--- config.mk ---
export PLATFORM = sky130hd
export DESIGN_NAME = fixed_slot_key_value_table_core
export DESIGN_NICKNAME = d
export VERILOG_FILES = /design/src/hdl/fskv_pkg.sv /design/src/hdl/fixed_slot_key_value_table_core.sv
export SDC_FILE = /design/constraint.sdc
export NUM_CORES = 2
export LEC_CHECK = 0
export BUFFER_PORTS_ARGS = -buffer_cell sky130_fd_sc_hd__buf_2
export CORE_ASPECT_RATIO = 0.9
export CORE_UTILIZATION = 56
export DETAILED_ROUTE_END_ITERATION = 8
export PLACE_DENSITY = 0.88
export SLEW_MARGIN = 10
export SYNTH_ARGS = -nofsm -noshare
export SYNTH_HDL_FRONTEND = slang
export SYNTH_SLANG_ARGS = --single-unit
--- constraint.sdc ---
create_clock -name i_clk -period 5 [get_ports i_clk]
set_input_delay 1 -clock i_clk [delete_from_list [all_inputs] [get_ports i_clk]]
set_output_delay 1 -clock i_clk [all_outputs]
set_load 0.05 [all_outputs]
--- src/hdl/fskv_pkg.sv ---
// Package for the fixed-slot key/value table: sizes, codes, beat structs
// and the byte helpers for zero-terminated packed strings.
// No dependencies.
`timescale 1ns / 1ps
`default_nettype none

package fskv_pkg;

    localparam int SLOTS       = 16;
    localparam int KEY_BYTES   = 8;
    localparam int VALUE_BYTES = 8;
    localparam int IDX_W       = (SLOTS > 1) ? $clog2(SLOTS) : 1;
    localparam int CNT_W       = 5;

    typedef logic [63:0] t_word;

    typedef enum logic [2:0] {
        FN_SET     = 3'd0,
        FN_GET     = 3'd1,
        FN_DELETE  = 3'd2,
        FN_CLEAR   = 3'd3,
        FN_ITERATE = 3'd4
    } t_func;

    typedef enum logic [2:0] {
        ST_OK        = 3'd0,
        ST_INVALID   = 3'd1,
        ST_FULL      = 3'd2,
        ST_NOT_FOUND = 3'd3,
        ST_TOO_SMALL = 3'd4
    } t_status;

    typedef enum logic [1:0] {
        S_IDLE,
        S_SCAN,
        S_ITER
    } t_state;

    typedef struct packed {
        logic [2:0] func;
        t_word      key;
        t_word      value;
        logic [7:0] buf_size;
    } t_cmd;

    typedef struct packed {
        logic [2:0]       status;
        logic             entry_valid;
        t_word            out_key;
        t_word            ret_value;
        logic [CNT_W-1:0] live_count;
        logic             last;
    } t_result;

    // Bytes before the first zero within nbytes; nbytes if none.
    function automatic logic [3:0] packed_len(t_word w, int nbytes);
        logic [3:0] len;
        logic       found;
        len   = 4'(nbytes);
        found = 1'b0;
        for (int i = 0; i < 8; i++) begin
            if (i < nbytes && !found && w[8*i +: 8] == 8'd0) begin
                len   = 4'(i);
                found = 1'b1;
            end
        end
        return len;
    endfunction

    // Clears the first zero byte onward and everything past nbytes.
    function automatic t_word keep_bytes(t_word w, int nbytes);
        t_word r;
        logic  stop;
        r    = '0;
        stop = 1'b0;
        for (int i = 0; i < 8; i++) begin
            if (i >= nbytes || w[8*i +: 8] == 8'd0) begin
                stop = 1'b1;
            end
            r[8*i +: 8] = stop ? 8'd0 : w[8*i +: 8];
        end
        return r;
    endfunction

endpackage

`default_nettype wire

--- src/hdl/fixed_slot_key_value_table_core.sv ---
// Fixed-slot key/value table core: command decode, slot scan over the key
// and value memories, and result beat generation. Uses fskv_pkg.
`timescale 1ns / 1ps
`default_nettype none

// Usage
//   Command channel: drive i_cmd and raise start; the beat is taken at the
//   edge where start is high and busy is low. Result channel: o_valid marks
//   a one-cycle beat on o_result; the receiver cannot hold it off.
//   Set, get and delete walk the slots in order, one memory read per cycle
//   with the compare in the cycle after each read, stopping at the first
//   key match; busy drops in the same cycle as the result appears. Set of
//   a new key always walks the whole table.
//   Invalid commands, clear and iterate of an empty table answer in the
//   cycle after the command beat without going busy.
//   Iterate streams one beat per used slot, one slot per cycle once the
//   first slot read returns, with last on the final beat. The scan rate is
//   set by the single read port of the memories.
//   Reset clears the slot used bits and the live count; memory contents
//   of an unused slot are never used, so no clearing pass is needed.
module fixed_slot_key_value_table_core (
    input  wire              i_clk,
    input  wire              i_rst_n,
    input  wire              start,
    input  wire fskv_pkg::t_cmd i_cmd,
    output logic             busy,
    output logic             o_valid,
    output fskv_pkg::t_result o_result
);

    localparam logic [fskv_pkg::IDX_W-1:0] LAST_IDX = fskv_pkg::IDX_W'(fskv_pkg::SLOTS - 1);

    fskv_pkg::t_word mem_key [fskv_pkg::SLOTS];
    fskv_pkg::t_word mem_val [fskv_pkg::SLOTS];

    fskv_pkg::t_state              r_state, n_state;
    logic [fskv_pkg::IDX_W-1:0]    r_idx, n_idx;
    logic [fskv_pkg::IDX_W-1:0]    r_rd_idx;
    logic                          r_rd_vld;
    logic                          r_issue, n_issue;
    logic [2:0]                    r_func, n_func;
    fskv_pkg::t_word               r_key, n_key;
    fskv_pkg::t_word               r_value, n_value;
    logic [7:0]                    r_osize, n_osize;
    logic [fskv_pkg::SLOTS-1:0]    r_used, n_used;
    logic [fskv_pkg::CNT_W-1:0]    r_count, n_count;
    logic                          r_free_vld, n_free_vld;
    logic [fskv_pkg::IDX_W-1:0]    r_free_idx, n_free_idx;
    logic                          r_valid, n_valid;
    fskv_pkg::t_result             r_res, n_res;
    fskv_pkg::t_word               r_q_key, r_q_val;

    logic                          issuing;
    logic                          mem_we_key, mem_we_val;
    logic [fskv_pkg::IDX_W-1:0]    mem_wa;
    fskv_pkg::t_word               mem_wkey, mem_wval;

    logic                          key_ok, val_ok, hit, done, slot_free, more_used;
    logic [fskv_pkg::SLOTS-1:0]    above;

    assign key_ok = fskv_pkg::packed_len(i_cmd.key, fskv_pkg::KEY_BYTES)
                    < 4'(fskv_pkg::KEY_BYTES);
    assign val_ok = fskv_pkg::packed_len(i_cmd.value, fskv_pkg::VALUE_BYTES)
                    < 4'(fskv_pkg::VALUE_BYTES);

    assign hit       = r_rd_vld && r_used[r_rd_idx] && (r_q_key == r_key);
    assign slot_free = r_rd_vld && !r_used[r_rd_idx];
    assign done      = r_rd_vld && (hit || r_rd_idx == LAST_IDX);

    always_comb begin
        for (int j = 0; j < fskv_pkg::SLOTS; j++) begin
            above[j] = (fskv_pkg::IDX_W'(j) > r_rd_idx);
        end
    end
    assign more_used = |(r_used & above);

    assign busy     = (r_state != fskv_pkg::S_IDLE);
    assign o_valid  = r_valid;
    assign o_result = r_res;

    // Slot memories: one read port, one write port, registered read data.
    always_ff @(posedge i_clk) begin
        if (mem_we_key) begin
            mem_key[mem_wa] <= mem_wkey;
        end
        if (mem_we_val) begin
            mem_val[mem_wa] <= mem_wval;
        end
        r_q_key <= mem_key[r_idx];
        r_q_val <= mem_val[r_idx];
    end

    always_ff @(posedge i_clk) begin
        if (!i_rst_n) begin
            r_state    <= fskv_pkg::S_IDLE;
            r_used     <= '0;
            r_count    <= '0;
            r_valid    <= 1'b0;
            r_issue    <= 1'b0;
            r_rd_vld   <= 1'b0;
            r_free_vld <= 1'b0;
        end else begin
            r_state    <= n_state;
            r_used     <= n_used;
            r_count    <= n_count;
            r_valid    <= n_valid;
            r_issue    <= n_issue;
            r_rd_vld   <= issuing;
            r_free_vld <= n_free_vld;
        end
        r_idx      <= n_idx;
        r_rd_idx   <= r_idx;
        r_func     <= n_func;
        r_key      <= n_key;
        r_value    <= n_value;
        r_osize    <= n_osize;
        r_free_idx <= n_free_idx;
        r_res      <= n_res;
    end

    always_comb begin
        n_state    = r_state;
        n_idx      = r_idx;
        n_issue    = r_issue;
        n_func     = r_func;
        n_key      = r_key;
        n_value    = r_value;
        n_osize    = r_osize;
        n_used     = r_used;
        n_count    = r_count;
        n_free_vld = r_free_vld;
        n_free_idx = r_free_idx;
        n_valid    = 1'b0;
        n_res      = r_res;
        issuing    = 1'b0;
        mem_we_key = 1'b0;
        mem_we_val = 1'b0;
        mem_wa     = r_rd_idx;
        mem_wkey   = r_key;
        mem_wval   = r_value;

        // Single-beat result template.
        n_res.entry_valid = 1'b0;
        n_res.out_key     = '0;
        n_res.ret_value   = '0;
        n_res.last        = 1'b1;
        n_res.status      = fskv_pkg::ST_OK;

        unique case (r_state)
            fskv_pkg::S_IDLE: begin
                if (start) begin
                    n_func     = i_cmd.func;
                    n_key      = fskv_pkg::keep_bytes(i_cmd.key, fskv_pkg::KEY_BYTES);
                    n_value    = fskv_pkg::keep_bytes(i_cmd.value, fskv_pkg::VALUE_BYTES);
                    n_osize    = i_cmd.buf_size;
                    n_idx      = '0;
                    n_free_vld = 1'b0;
                    unique case (i_cmd.func)
                        fskv_pkg::FN_SET: begin
                            if (!key_ok || !val_ok) begin
                                n_valid      = 1'b1;
                                n_res.status = fskv_pkg::ST_INVALID;
                            end else begin
                                n_state = fskv_pkg::S_SCAN;
                                n_issue = 1'b1;
                            end
                        end
                        fskv_pkg::FN_GET: begin
                            if (!key_ok || i_cmd.buf_size == 8'd0) begin
                                n_valid      = 1'b1;
                                n_res.status = fskv_pkg::ST_INVALID;
                            end else begin
                                n_state = fskv_pkg::S_SCAN;
                                n_issue = 1'b1;
                            end
                        end
                        fskv_pkg::FN_DELETE: begin
                            if (!key_ok) begin
                                n_valid      = 1'b1;
                                n_res.status = fskv_pkg::ST_INVALID;
                            end else begin
                                n_state = fskv_pkg::S_SCAN;
                                n_issue = 1'b1;
                            end
                        end
                        fskv_pkg::FN_CLEAR: begin
                            n_used  = '0;
                            n_count = '0;
                            n_valid = 1'b1;
                        end
                        fskv_pkg::FN_ITERATE: begin
                            if (r_count == '0) begin
                                n_valid = 1'b1;
                            end else begin
                                n_state = fskv_pkg::S_ITER;
                                n_issue = 1'b1;
                            end
                        end
                        default: begin
                            n_valid      = 1'b1;
                            n_res.status = fskv_pkg::ST_INVALID;
                        end
                    endcase
                end
            end

            fskv_pkg::S_SCAN: begin
                issuing = r_issue && !done;
                if (issuing) begin
                    n_idx = r_idx + 1'b1;
                    if (r_idx == LAST_IDX) begin
                        n_issue = 1'b0;
                    end
                end
                // lowest free slot seen so far
                if (slot_free && !r_free_vld) begin
                    n_free_vld = 1'b1;
                    n_free_idx = r_rd_idx;
                end
                if (done) begin
                    n_state = fskv_pkg::S_IDLE;
                    n_issue = 1'b0;
                    n_valid = 1'b1;
                    case (r_func)
                        fskv_pkg::FN_SET: begin
                            if (hit) begin
                                mem_we_val = 1'b1;
                                mem_wa     = r_rd_idx;
                            end else if (n_free_vld) begin
                                mem_we_key         = 1'b1;
                                mem_we_val         = 1'b1;
                                mem_wa             = n_free_idx;
                                n_used[n_free_idx] = 1'b1;
                                n_count            = r_count + 1'b1;
                            end else begin
                                n_res.status = fskv_pkg::ST_FULL;
                            end
                        end
                        fskv_pkg::FN_GET: begin
                            if (!hit) begin
                                n_res.status = fskv_pkg::ST_NOT_FOUND;
                            end else if ({4'd0, fskv_pkg::packed_len(r_q_val,
                                         fskv_pkg::VALUE_BYTES)} >= r_osize) begin
                                n_res.status = fskv_pkg::ST_TOO_SMALL;
                            end else begin
                                n_res.ret_value = r_q_val;
                            end
                        end
                        fskv_pkg::FN_DELETE: begin
                            if (hit) begin
                                n_used[r_rd_idx] = 1'b0;
                                if (r_count != '0) begin
                                    n_count = r_count - 1'b1;
                                end
                            end else begin
                                n_res.status = fskv_pkg::ST_NOT_FOUND;
                            end
                        end
                        default: begin
                            n_res.status = fskv_pkg::ST_INVALID;
                        end
                    endcase
                end
            end

            fskv_pkg::S_ITER: begin
                issuing = r_issue;
                if (issuing) begin
                    n_idx = r_idx + 1'b1;
                    if (r_idx == LAST_IDX) begin
                        n_issue = 1'b0;
                    end
                end
                if (r_rd_vld && r_used[r_rd_idx]) begin
                    n_valid           = 1'b1;
                    n_res.entry_valid = 1'b1;
                    n_res.out_key     = r_q_key;
                    n_res.ret_value   = r_q_val;
                    n_res.last        = !more_used;
                    if (!more_used) begin
                        n_state = fskv_pkg::S_IDLE;
                        n_issue = 1'b0;
                    end
                end
            end

            default: begin
                n_state = fskv_pkg::S_IDLE;
            end
        endcase

        n_res.live_count = n_count;
    end

endmodule

`default_nettype wire

==> Flow_metrics.wiki <==
{| class="wikitable"
! Metric !! Value
|-
| TritonCTS clock tree || yes
|-
| Number of library cell types mapped by synthesis || 82
|-
| Instance count along the most critical hold path || 1
|-
| Full die area || 167000 sq um
|-
| Wire length of the first global-routing pass || 356000 um
|-
| Number of port buffers || 281
|-
| Routed WL per cell || 35.8 um
|-
| Fraction of power spent switching nets || 21.5%
|-
| Most used standard cells in the synthesized netlist || edfxtp_1 (2195), mux4_2 (640), dfxtp_1 (297), and2_1 (157), clkbuf_1 (133)
|-
| Remaining number of nets flagged by the antenna check after routing || 0
|-
| Sequential fraction of the synthesis area || 77.8%
|-
| Count of final hold-check violations || 0
|-
| CTS sink count || 2492
|-
| Register-to-register setup slack || 0.004 ns
|-
| End of the worst register-to-register path || mem_val[6][61]
|-
| Count of mapped cells out of synthesis || 4140
|-
| Max VDD drop || 360 uV
|-
| Total nets after synthesis || 4293
|-
| TritonCTS Buffers || 224
|-
| Chip Height || 387 um
|-
| Via count || 47500
|-
| Critical-path maximum fanout || 17
|-
| Starting density of the core || 56.3%
|-
| Final Setup Violations || 0
|-
| Site row count || 141
|-
| Yosys Warn Count || 0
|-
| Portion of total power attributed to combinational logic || 3.5%
|-
| Type of element capturing the critical path || flip-flop
|-
| Final weighted congestion in routability-driven placement || 0.894
|-
| CTS max path bufs || 3
|-
| Detailed-routing iteration count for the pre-antenna-repair pass || 6
|-
| Area added between synthesis and finish || 14.5%
|-
| Number of flops mapped to enable cells by yosys || 2195
|-
| Post-route worst hold slack || 0.312 ns
|-
| Number of levels in the clock H-tree || 4
|-
| Final cycle utilization of the critical path || 99.9%
|-
| Arr. time, crit path || 5.57 ns
|-
| Worst reg2reg startpoint || mem_wkey[46]
|-
| Worst Setup Path Type || flip-flop to flip-flop
|-
| Core utilization of the finished layout || 64.5%
|-
| Number of register bits inferred by synthesis || 2492
|-
| Switching pwr || 9280 uW
|-
| Area share of the leading cell type in the synthesized netlist || 71.4%
|-
| Result of the run || finished clean
|-
| Vias in the first global route || 48800
|-
| Predominant post-synthesis flop cell || edfxtp_1
|-
| Clock Latency Late Sink || 0.89 ns
|-
| Worst Clk Skew || 0.0347 ns
|-
| Shortest period the worst path allows || 5.00 ns
|-
| Area of the core region || 164000 sq um
|-
| Critical path's top delay family || simple AND/OR/NAND/NOR gates
|-
| Crit-path max cell delay || 0.74 ns
|-
| Crit path required time || 5.57 ns
|-
| Die span in x || 430 um
|-
| Power Internal || 33900 uW
|-
| Hold path endpoint || mem_wval[0]
|-
| Slowest cell on the critical path || nor2_4
|-
| Path type of the worst min-delay path || primary input to flip-flop
|-
| Hold Startpoint || i_cmd[8]
|-
| Unrepaired setup endpoints after global routing || false
|-
| Dominant cells by area after synthesis || edfxtp_1 (71%), mux4_2 (16%), dfxtp_1 (6.4%)
|-
| Number of antenna violations at the first check in global routing || 13
|-
| Syn_area_per_cell || 22.3 sq um
|-
| Depth of the most critical reg-to-reg path || 10
|-
| Root buf cell || clkbuf_16
|-
| Remaining routing DRC violations || 0
|-
| Leftover overflow at the end of global routing || 0
|-
| Via-per-instance ratio || 6.86
|-
| Top cell type by total area after synthesis || edfxtp_1
|-
| Most common cell in the netlist || edfxtp_1
|-
| Kind of launch point of the worst setup path || flip-flop
|-
| Boundary Pins || 282
|-
| Async set-or-reset flop fraction in the synthesized netlist || 0%
|-
| Leakage power figure || 0.0343 uW
|-
| Post-Route Setup TNS || 0 ns
|-
| Sequential power share || 53.9%
|-
| Power density normalized to cell area || 409 nW/um^2
|-
| Upper clock frequency limit || 200 MHz
|-
| Worst slew margin || 24.7%
|-
| List of cells traversed by the critical path || xnor2_1 -> nand4_1 -> nor4_2 -> nand4_1 -> buf_4 -> or2_1 -> o32ai_1 -> nand2_1 -> nor2_4 -> buf_4
|-
| Pin count of the biggest net entering global routing || 155
|-
| Wire length after detailed routing || 248000 um
|-
| Transition time at the pin with the least slew margin || 1.13 ns
|-
| Total global routing track utilization || 30.0%
|-
| Buffers and inverters on the worst path || 2
|-
| HPWL after detailed placement || 130000 um
|-
| Final-stage net count || 4723
|-
| Layout cell share with drive strength beyond 1 || 31.7%
|-
| Mapped cell area || 92300 sq um
|-
| First DRT Iteration DRCs || 7281
|-
| # Max-Cap Violations || 0
|-
| Total count of max-transition violations in the final report || 0
|-
| Clock-pin slew on the worst setup and hold paths || 0.07 ns
|-
| Clock group share of total power || 42.6%
|}
## power by group through the flow
stage | registers (uW) | logic (uW) | clock network, uW
global placement | 23700 | 1400 | 0
detailed placement | 23700 | 1440 | 0
finish | 23300 | 1500 | 18400
CTS | 23300 | 1490 | 18500
global route | 23300 | 1550 | 19200
floorplan | 23500 | 979 | 0
## cell usage in the layout, fill, tap and decap left out, types with 13 or more instances in the layout
| master | synthesis | final |
|---|---|---|
| buf_12 | 0 | 75 |
| buf_2 | 13 | 281 |
| xnor2_1 | 65 | 63 |
| nor2_1 | 66 | 33 |
| and3_1 | 78 | 77 |
| and2_1 | 157 | 157 |
| nand2_1 | 50 | 50 |
| nor4_1 | 42 | 38 |
| inv_1 | 20 | 19 |
| nor2_4 | 1 | 33 |
| clkbuf_16 | 0 | 231 |
| nand3_1 | 16 | 16 |
| or4_1 | 18 | 18 |
| clkinv_2 | 0 | 51 |
| nor2b_1 | 14 | 14 |
| a21oi_1 | 42 | 41 |
| clkbuf_8 | 0 | 26 |
| dfxtp_1 | 297 | 297 |
| clkinvlp_4 | 0 | 18 |
| clkinv_1 | 0 | 15 |
| bufinv_16 | 0 | 28 |
| a41o_1 | 13 | 13 |
| buf_4 | 2 | 58 |
| clkbuf_1 | 133 | 39 |
| edfxtp_1 | 2195 | 2195 |
| nand4_1 | 21 | 21 |
| mux4_2 | 640 | 640 |
| o21ai_0 | 26 | 26 |
## how the worst max path moves through the flow
stage                 start              to  slack, ns  cells past startpoint
4_1_cts         r_q_val[52]    o_result[36]       0.06                     15
5_1_grt        mem_wkey[46]  mem_val[6][61]       0.01                     10
3_5_place_dp   mem_wkey[48]  mem_val[9][10]      -0.35                     10
6_report       mem_wkey[46]  mem_val[6][61]      0.004                     10
2_1_floorplan   r_rd_idx[1]   mem_val[0][0]      -0.50                     11
3_3_place_gp   mem_wkey[48]   mem_val[9][6]      -0.25                     10
## through the flow
stage	worst slack, ns	std cells	instance area [sq um]	power, uW
global placement	-0.253	6485	97800	25100
finish	0.00352	6928	106000	43200
CTS	0.0594	6915	106000	43300
global route	0.0149	6926	106000	44100
detailed placement	-0.354	6486	97800	25200
floorplan	-0.503	4140	92400	24500
## cell type report
class / instances / area, sq um
sequential: 2492 / 71900
antenna: 10 / 25.0
fill: 9510 / 58100
timing repair buffer: 414 / 3340
tap: 2145 / 2680
clock buffer: 296 / 6280
clock inverter: 133 / 1630
inverter: 20 / 80.1
multi-input combinational: 1418 / 19900
## logic make-up after synthesis
| kind of cell | Yosys count | share of synthesized area, % |
|---|---|---|
| adders and majority gates | 12 | 0.160 |
| buffers and inverters | 230 | 1.01 |
| and+or+nand+nor | 532 | 3.40 |
| DFF | 2492 | 77.8 |
| xor gates and xnor gates | 66 | 0.626 |
| muxes | 652 | 15.7 |
| AOI/OAI and AO/OA | 156 | 1.25 |
## flip-flops by register name, summed over array words and instances, names as in the netlist, 2 cells and up
name,flops
r_rd_idx,4
r_osize,8
mem_wkey,64
r_state,2
mem_val,1024
r_q_key,64
mem_key,1024
o_result,138
r_count,5
r_idx,4
r_q_val,64
mem_wval,64
r_used,16
r_free_idx,4
r_func,3
## what timing repair did
item,4_1_cts,5_1_grt
gates resized for setup,2,4
hold buffers,0,0
setup buffers,0,3
endpoints found under the hold margin,0,0
endpoints found under the setup margin,1279,230
pin swaps,0,2
## metal layers
layer  share of wire [%]  routed length [um]  up-vias  global-route usage [%]
li1                    -                   -    18100                       -
met4                 6.5               16000        8                    16.1
met1                  33               81900    24300                    37.9
met2                  49              123000     4151                    48.8
met5               0.025                  61        -                       0
met3                  11               27200      955                    6.52
(Power assumes the default switching activity.)
